$ cat src/sv/nearest_palette_color_unit_defines.svh
// Assertion macros for the nearest palette color unit.
// Included by the module that carries concurrent assertions; no other dependencies.
`ifndef NEAREST_PALETTE_COLOR_UNIT_DEFINES_SVH
`define NEAREST_PALETTE_COLOR_UNIT_DEFINES_SVH
`ifndef SYNTHESIS
// Checked property, ignored while reset is asserted.
`define NPC_ASSERT(lbl, clk, rstn, prop) \
  lbl: assert property (@(posedge clk) disable iff (!rstn) prop) \
    else $error("nearest palette color unit: assertion failed");
// Checked property, evaluated during reset as well.
`define NPC_ASSERT_RST(lbl, clk, prop) \
  lbl: assert property (@(posedge clk) prop) \
    else $error("nearest palette color unit: reset assertion failed");
`else
`define NPC_ASSERT(lbl, clk, rstn, prop)
`define NPC_ASSERT_RST(lbl, clk, prop)
`endif
`endif

$ cat src/sv/npc_pkg.sv
// Shared types and constants for the nearest palette color unit.
// No dependencies; used by npc_cell and nearest_palette_color_unit.
package npc_pkg;

  localparam int COLOR_W = 8;
  localparam int LABEL_W = 16;
  localparam int SLOT_W  = 4;
  localparam int COUNT_W = 5;
  localparam int SQ_W    = 2 * COLOR_W;
  localparam int DIST_W  = 18;

  // Item kinds.
  localparam logic KIND_LOAD  = 1'b0;
  localparam logic KIND_QUERY = 1'b1;

  // One item as it travels down the chain.
  typedef struct packed {
    logic               valid;
    logic               kind;
    logic [SLOT_W-1:0]  slot;
    logic [LABEL_W-1:0] label;
    logic [COLOR_W-1:0] red;
    logic [COLOR_W-1:0] green;
    logic [COLOR_W-1:0] blue;
  } item_t;

  // Running best match carried along with a query.
  typedef struct packed {
    logic               have;
    logic [LABEL_W-1:0] label;
    logic [DIST_W-1:0]  distance;
  } best_t;

endpackage

$ cat src/sv/npc_cell.sv
// One palette cell: holds a single entry, squares the color differences and
// updates the running best match. Depends on npc_pkg.
module npc_cell #(
  parameter int CELL_INDEX = 0
) (
  input  logic                         clk,
  input  logic                         rst_n,
  input  logic                         advance,
  input  logic [npc_pkg::COUNT_W-1:0]  entry_count,
  input  npc_pkg::item_t               item_in,
  input  npc_pkg::best_t               best_in,
  output npc_pkg::item_t               item_out,
  output npc_pkg::best_t               best_out
);

  // Stored palette entry.
  logic [npc_pkg::LABEL_W-1:0] ent_label_r;
  logic [npc_pkg::COLOR_W-1:0] ent_red_r;
  logic [npc_pkg::COLOR_W-1:0] ent_green_r;
  logic [npc_pkg::COLOR_W-1:0] ent_blue_r;

  // First stage: item, best so far, squared differences, entry label.
  npc_pkg::item_t              item1_r;
  npc_pkg::best_t              best1_r;
  logic                        hit1_r;
  logic [npc_pkg::LABEL_W-1:0] lab1_r;
  logic [npc_pkg::SQ_W-1:0]    sq_r_r, sq_g_r, sq_b_r;
  logic [npc_pkg::SQ_W-1:0]    sq_r_nxt, sq_g_nxt, sq_b_nxt;

  // Second stage: outputs toward the next cell.
  npc_pkg::item_t item2_r;
  npc_pkg::best_t best2_r;
  npc_pkg::best_t best2_nxt;

  logic                        slot_match;
  logic                        searched;
  logic [npc_pkg::DIST_W-1:0]  dist_sum;

  function automatic logic [npc_pkg::SQ_W-1:0] sq_diff(
    input logic [npc_pkg::COLOR_W-1:0] a,
    input logic [npc_pkg::COLOR_W-1:0] b
  );
    logic [npc_pkg::COLOR_W-1:0] d;
    d = (a >= b) ? (a - b) : (b - a);
    return npc_pkg::SQ_W'(d) * npc_pkg::SQ_W'(d);
  endfunction

  assign slot_match = (int'(item_in.slot) == CELL_INDEX);
  assign searched   = (int'(entry_count) > CELL_INDEX);

  // Squared component differences against the stored entry.
  always_comb begin
    sq_r_nxt = sq_diff(ent_red_r, item_in.red);
    sq_g_nxt = sq_diff(ent_green_r, item_in.green);
    sq_b_nxt = sq_diff(ent_blue_r, item_in.blue);
  end

  // Entry store: a load addressed to this cell overwrites it.
  always_ff @(posedge clk) begin
    if (advance && item_in.valid && item_in.kind == npc_pkg::KIND_LOAD && slot_match) begin
      ent_label_r <= item_in.label;
      ent_red_r   <= item_in.red;
      ent_green_r <= item_in.green;
      ent_blue_r  <= item_in.blue;
    end
  end

  // First stage registers; the item passes on unchanged.
  always_ff @(posedge clk) begin
    if (!rst_n) begin
      item1_r.valid <= 1'b0;
    end else if (advance) begin
      item1_r.valid <= item_in.valid;
    end
    if (advance) begin
      item1_r.kind  <= item_in.kind;
      item1_r.slot  <= item_in.slot;
      item1_r.label <= item_in.label;
      item1_r.red   <= item_in.red;
      item1_r.green <= item_in.green;
      item1_r.blue  <= item_in.blue;
      lab1_r        <= ent_label_r;
      best1_r       <= best_in;
      hit1_r        <= searched && item_in.kind == npc_pkg::KIND_QUERY;
      sq_r_r        <= sq_r_nxt;
      sq_g_r        <= sq_g_nxt;
      sq_b_r        <= sq_b_nxt;
    end
  end

  // Distance sum and strict-less compare; ties keep the earlier entry.
  always_comb begin
    dist_sum = npc_pkg::DIST_W'(sq_r_r) + npc_pkg::DIST_W'(sq_g_r) +
               npc_pkg::DIST_W'(sq_b_r);
    best2_nxt = best1_r;
    if (hit1_r && (!best1_r.have || dist_sum < best1_r.distance)) begin
      best2_nxt.have     = 1'b1;
      best2_nxt.label    = lab1_r;
      best2_nxt.distance = dist_sum;
    end
  end

  // Second stage registers.
  always_ff @(posedge clk) begin
    if (!rst_n) begin
      item2_r.valid <= 1'b0;
    end else if (advance) begin
      item2_r.valid <= item1_r.valid;
    end
    if (advance) begin
      item2_r.kind  <= item1_r.kind;
      item2_r.slot  <= item1_r.slot;
      item2_r.label <= item1_r.label;
      item2_r.red   <= item1_r.red;
      item2_r.green <= item1_r.green;
      item2_r.blue  <= item1_r.blue;
      best2_r       <= best2_nxt;
    end
  end

  assign item_out = item2_r;
  assign best_out = best2_r;

endmodule
$ cat config.mk
export PLATFORM = sky130hd
export DESIGN_NAME = npc_cell
export DESIGN_NICKNAME = d
export VERILOG_FILES = /design/src/sv/nearest_palette_color_unit_defines.svh /design/src/sv/npc_pkg.sv /design/src/sv/npc_cell.sv
export SDC_FILE = /design/constraint.sdc
export NUM_CORES = 1
export LEC_CHECK = 0
export ABC_CLOCK_PERIOD_IN_PS = 8400
export BUFFER_PORTS_ARGS = -buffer_cell sky130_fd_sc_hd__buf_2
export CORE_ASPECT_RATIO = 1.1
export CORE_UTILIZATION = 60
export CTS_CLUSTER_SIZE = 30
export DETAILED_ROUTE_END_ITERATION = 6
export GPL_TIMING_DRIVEN = 0
export PLACE_DENSITY = 0.81
export SLEW_MARGIN = 20
export SYNTH_ARGS = -nofsm -noshare
export SYNTH_HDL_FRONTEND = slang
export SYNTH_SLANG_ARGS = --single-unit
$ cat constraint.sdc
create_clock -name clk -period 8.4 [get_ports clk]
set_input_delay 0.42 -clock clk [delete_from_list [all_inputs] [get_ports clk]]
set_output_delay 0.42 -clock clk [all_outputs]
set_load 0.02 [all_outputs]
==> flow_summary.toml, run 1 <==
[grt]
antenna_found_initial = 1
grt_overflow = 0
grt_max_degree = 106
grt_pass1_vias = 10576
grt_pass1_wl_um = 50400
track_usage_pct = 22.3

[layout]
instances_no_fill = 1910
area_delta_synth_final_pct = 14.2
final_core_util_pct = 69.7
num-nets-final = 1885
final_common_cell = "edfxtp_1"
fill_cells = 1867
drive_above_1_share_pct = 19.0
final_cell_mix = "edfxtp_1, inv_1, buf_2"

[cts]
cts_setup_buffers = 0
postCtsHoldBufs = 0
clock_path_buffers = 3
cts_root_buffer = "clkbuf_16"
cts-htree-levels = 1
cts_buffers = 28
clkLatencyLatePin_ns = 0.55
clkSinkCount = 264
clk_pin_slew_ns = 0.06
cts_tree = "yes"
cts.repair.resized = 0

[synthesis]
synthArstFlopShare_pct = 0
synth_area_um2 = 16500
synth_area_leader_cell = "edfxtp_1"
yosysSeqAreaShare_pct = 48.0
synth_area_leaders = "edfxtp_1, ha_1, fa_1, inv_1, xnor2_1"
synth_top_cell_area_share_pct = 47.8
ys_ff_latch = 264
synth_ff_type = "edfxtp_1"
yosysUniqueCellTypes = 64
synth-edff-count = 262
synth.avg_cell_area_um2 = 12.4
netlist_instances = 1324
yosys_warnings = 0

[place]
place.gp.congestion = 0.840
dp_slack_ns = 1.13
dp.cells = 1858
hpwl_um = 22700
port_buffers = 169

[min_path]
hp-class = "primary input to flop"
hold_depth = 1

[floorplan]
die-area_um2 = 28100
num_rows = 63
start_util_pct = 61.1
coreArea_um2 = 27000
dieHeight_um = 176
fp.dieW_um = 160
ioPinCount = 170

[timing]
hold_viol = 0
fin_crit_sh_pct = 86.0
holdWs_ns = 0.0500
slew_violations = 0
max-slew-margin-rel_pct = 41.8
worstMarginPinSlew_ns = 0.867
setup_ws_ns = 1.18
fmax_mhz = 138
final-setup-viol-count = 0
rsz0062_at_grt = "false"
fin_crit_ns = 7.22
skew_ns = 0.0278

[setup_path]
cp.depth = 27
crit_family = "adder cells"
slowest_delay_ns = 0.60
arrival_ns = 7.48
start_kind = "flop"
critPathSlowestCell = "xor2_1"
endpoint_kind = "flop"
path_class = "flop to flop"
crit_buf_inv = 6
crit_required_ns = 8.66
cp_max_fo = 10
worstRegToRegCells = 27

[power_and_ir_drop]
p_per_area_nw_per_um2 = 411
vdd_drop_max_uv = 298
power_mw = 7.72
leakagePower_nw = 8.44

[detailed_routing]
routed_wl_um = 30600
first_pass_iters = 5
drt-wirelength-per-cell_um = 16.0
drt_iter0_markers = 622
viasPerCell = 5.40
route.vias.total = 10322
ant_nets = 0
drc = 0

[job]
maxCapViolations = 0

[status]
status = "complete, no violations"
==> per-stage QoR <==
step	instance area, um^2	TNS [ns]
after floorplan	16500	0
after global placement	17800	-48.17
after detailed placement	17900	0
after CTS	18800	0
after global routing	18800	0
final	18800	0
==> final timing paths <==
path                           start                     end  slack (ns)
max          ent_blue_r[0]$_DFFE_PP_    sq_b_r[15]$_DFFE_PP_        1.18
min                       best_in[2]    best1_r[2]$_DFFE_PP_        0.05
max reg2reg  ent_blue_r[0]$_DFFE_PP_    sq_b_r[15]$_DFFE_PP_        1.18
min reg2reg    item1_r[35]$_DFFE_PP_  item_out[35]$_DFFE_PP_        0.42
==> cell families after synthesis <==
kind of cell | count (synthesis) | share of synthesized area [%]
other cells | 2 | 0.0456
simple gates | 218 | 6.36
fa+ha+maj | 265 | 24.6
compound gates | 213 | 8.29
xor+xnor | 78 | 4.45
mux | 38 | 2.54
flops | 264 | 48.0
buf+inv | 246 | 5.70
==> power by group <==
part           switching [mW]  internal (mW)  total [mW]
combinational            2.55           1.97        4.52
clock                   0.520          0.708        1.23
sequential             0.0929           1.88        1.98
total                    3.16           4.56        7.72
==> state kept, by name (all words and copies together), names as in the netlist <==
| name | cells |
|---|---|
| sq_g_r | 15 |
| ent_label_r | 16 |
| sq_b_r | 15 |
| sq_r_r | 15 |
| best_out | 35 |
| best1_r | 35 |
| item_out | 46 |
| ent_red_r | 8 |
| ent_blue_r | 8 |
| item1_r | 46 |
| ent_green_r | 8 |
| lab1_r | 16 |
| hit1_r | 1 |
==> synthesized netlist by cell type, types with 17 or more instances <==
cell type	instances
nand2_1	25
a21o_1	24
inv_1	226
o21ai_0	41
xnor2_1	46
a21oi_1	71
mux2_2	30
edfxtp_1	262
xor2_1	27
nor2_1	102
ha_1	168
o21a_1	17
fa_1	97
==> metal layers <==
layer | share of wire [%] | track usage, %
met1 | 42 | 27.8
met2 | 52 | 40.9
met3 | 4.8 | 2.64
met4 | 1.9 | 5.56
met5 | 0 | 0
==> layout make-up <==
cell class / count / area [um^2] / share of cell area (%)
buffer: 19 / 86.3 / 0.459
antenna: 2 / 5.00 / 0.0266
tap: 357 / 447 / 2.38
inverter: 227 / 852 / 4.53
clock inverter: 21 / 219 / 1.17
sequential: 264 / 7910 / 42.1
timing repair buffer: 176 / 948 / 5.05
multi-input combinational: 815 / 7620 / 40.6
clock buffer: 29 / 704 / 3.75
Note: power is estimated with default switching activity, not from simulation.
==> inputs of run 2 (changes only) <==
--- a/config.mk
+++ b/config.mk
@@ -13,6 +13,7 @@
 export DETAILED_ROUTE_END_ITERATION = 6
 export GPL_TIMING_DRIVEN = 0
 export PLACE_DENSITY = 0.81
+export REMOVE_ABC_BUFFERS = 1
 export SLEW_MARGIN = 20
 export SYNTH_ARGS = -nofsm -noshare
 export SYNTH_HDL_FRONTEND = slang
==> run 2 against run 1 <==
Effect of this change:
- register-to-register slack got worse by 0.27 ns
- critical endpoint unchanged
- sequential share of layout area increased by 0.053 points
- final area fell by 0.13%
- via count fell by 0.73%
- largest cell class unchanged
- critical path depth fell by 2
- clock skew hardly changed
- routed wire length about the same
- largest power group unchanged
- setup slack worse by 0.27 ns
==> flow_summary.toml, run 2 (same netlist as run 1, synthesis figures left out) <==
[status]
status = "complete, no violations"

[setup_path]
path_common_cell = "fa_1"
rrSetupSlack_ns = 0.91
path_class = "flop to flop"
crit-reg2reg-launch = "ent_blue_r[0]$_DFFE_PP_"
start_kind = "flop"
arrival_ns = 7.76
slowest_delay_ns = 0.80
crit_required_ns = 8.67
cp_max_fo = 12
reg2reg_to = "sq_b_r[15]$_DFFE_PP_"
worstRegToRegCells = 25
endpoint_kind = "flop"
critPathSlowestCell = "xnor2_1"

[timing]
fin_crit_ns = 7.49
skew_ns = 0.0280
rsz0062_at_grt = "false"
slew_violations = 0
fmax_mhz = 134
max-slew-margin-rel_pct = 36.0
worstMarginPinSlew_ns = 0.953
hold_viol = 0
fin_crit_sh_pct = 89.2
final-setup-viol-count = 0

[cts]
cts_root_buffer = "clkbuf_16"
clock_path_buffers = 3
clkSinkCount = 264
cts_tree = "yes"
clkLatencyLatePin_ns = 0.56
cts_buffers = 28
cts_setup_buffers = 0
cts-htree-levels = 1
cts.repair.resized = 0
postCtsHoldBufs = 0
clk_pin_slew_ns = 0.07

[floorplan]
fp.dieW_um = 160
dieHeight_um = 176
coreArea_um2 = 27000
num_rows = 63
start_util_pct = 61.1
ioPinCount = 170
die-area_um2 = 28100

[min_path]
hp-start = "best_in[1]"
hold_path_end = "best1_r[1]$_DFFE_PP_"
hold_depth = 1
hp-class = "primary input to flop"

[place]
hpwl_um = 22700
dp.cells = 1845
port_buffers = 169
placed_area_um2 = 17800
place.gp.congestion = 0.838

[layout]
final_core_util_pct = 69.6
num-nets-final = 1872
instances_no_fill = 1898
final_area_um2 = 18800
final_cell_mix = "edfxtp_1, inv_1, buf_2"
area_delta_synth_final_pct = 14.0
drive_above_1_share_pct = 18.8
final_common_cell = "edfxtp_1"

[grt]
grt_max_degree = 90
grt_overflow = 0
grt_pass1_wl_um = 50000
track_usage_pct = 22.1
grt_pass1_vias = 10520
antenna_found_initial = 1

[detailed_routing]
routed_wl_um = 30600
drt_iter0_markers = 596
drt-wirelength-per-cell_um = 16.1
ant_nets = 0
route.vias.total = 10247
first_pass_iters = 5
viasPerCell = 5.40
drc = 0

[power_and_ir_drop]
p_per_area_nw_per_um2 = 416
leakagePower_nw = 8.44
p_clk_share_pct = 15.9
comb_power_share_pct = 58.7
netSwitchingFraction_pct = 41.1
power_frac_seq_pct = 25.3
p_int_mw = 4.60
vdd_drop_max_uv = 309
power.switching_mw = 3.22

[job]
maxCapViolations = 0
==> run 2: per-layer routing <==
layer	part of all wire, %	GRT usage, %
met5	0	0
met4	3.0	7.50
met3	5.1	3.00
met2	51	40.1
met1	41	27.2
==> run 2: stage by stage <==
| step | total power, mW | TNS (ns) | setup slack, ns | hold WS (ns) |
|---|---|---|---|---|
| 6_report | 7.82 | 0 | 0.910 | 0.0357 |
| 5_1_grt | 8.47 | 0 | 0.333 | 0.0229 |
| 4_1_cts | 7.87 | 0 | 0.913 | 0.0148 |
| 3_5_place_dp | 6.51 | 0 | 0.807 | 0.405 |
| 3_3_place_gp | 6.29 | -112.55 | -1.86 | 0.400 |
| 2_1_floorplan | 5.43 | 0 | 0.965 | 0.400 |
==> run 2: how the worst max path moves through the flow <==
stage | to | start | depth (start not counted)
floorplan | best_out[10]$_DFFE_PP_ | sq_r_r[3]$_DFFE_PP_ | 13
global placement | best_out[28]$_DFFE_PP_ | sq_r_r[3]$_DFFE_PP_ | 13
detailed placement | sq_b_r[15]$_DFFE_PP_ | item_in[0] | 25
CTS | sq_b_r[15]$_DFFE_PP_ | ent_blue_r[0]$_DFFE_PP_ | 25
global route | sq_b_r[15]$_DFFE_PP_ | ent_blue_r[0]$_DFFE_PP_ | 25
finish | sq_b_r[15]$_DFFE_PP_ | ent_blue_r[0]$_DFFE_PP_ | 25
==> run 2: cell type report <==
class,instances,area [um^2]
flip-flops and latches,264,7910
clock inverters,19,199
inverters,227,852
multi-input cells,815,7630
well taps,357,447
fillers,1837,8190
clock buffers,33,739
repair buffers,182,986
diodes,1,2.50
==> run 2: power groups by stage <==
stage / logic (mW) / registers, mW / clock network, mW
after floorplan: 3.35 / 2.08 / 0
after global placement: 4.29 / 2.00 / 0
after detailed placement: 4.51 / 2.01 / 0
after CTS: 4.62 / 1.98 / 1.27
after global routing: 5.16 / 2.00 / 1.31
final: 4.59 / 1.98 / 1.25
==> run 2: worst max-delay path: cells and delay by family (launching register included) <==
kind | cells | cell delay, ns
compound gates | 9 | 2.35
simple gates | 3 | 0.37
fa+ha+maj | 7 | 2.98
xor+xnor | 2 | 0.91
buf+inv | 4 | 0.23
flops | 1 | 0.38
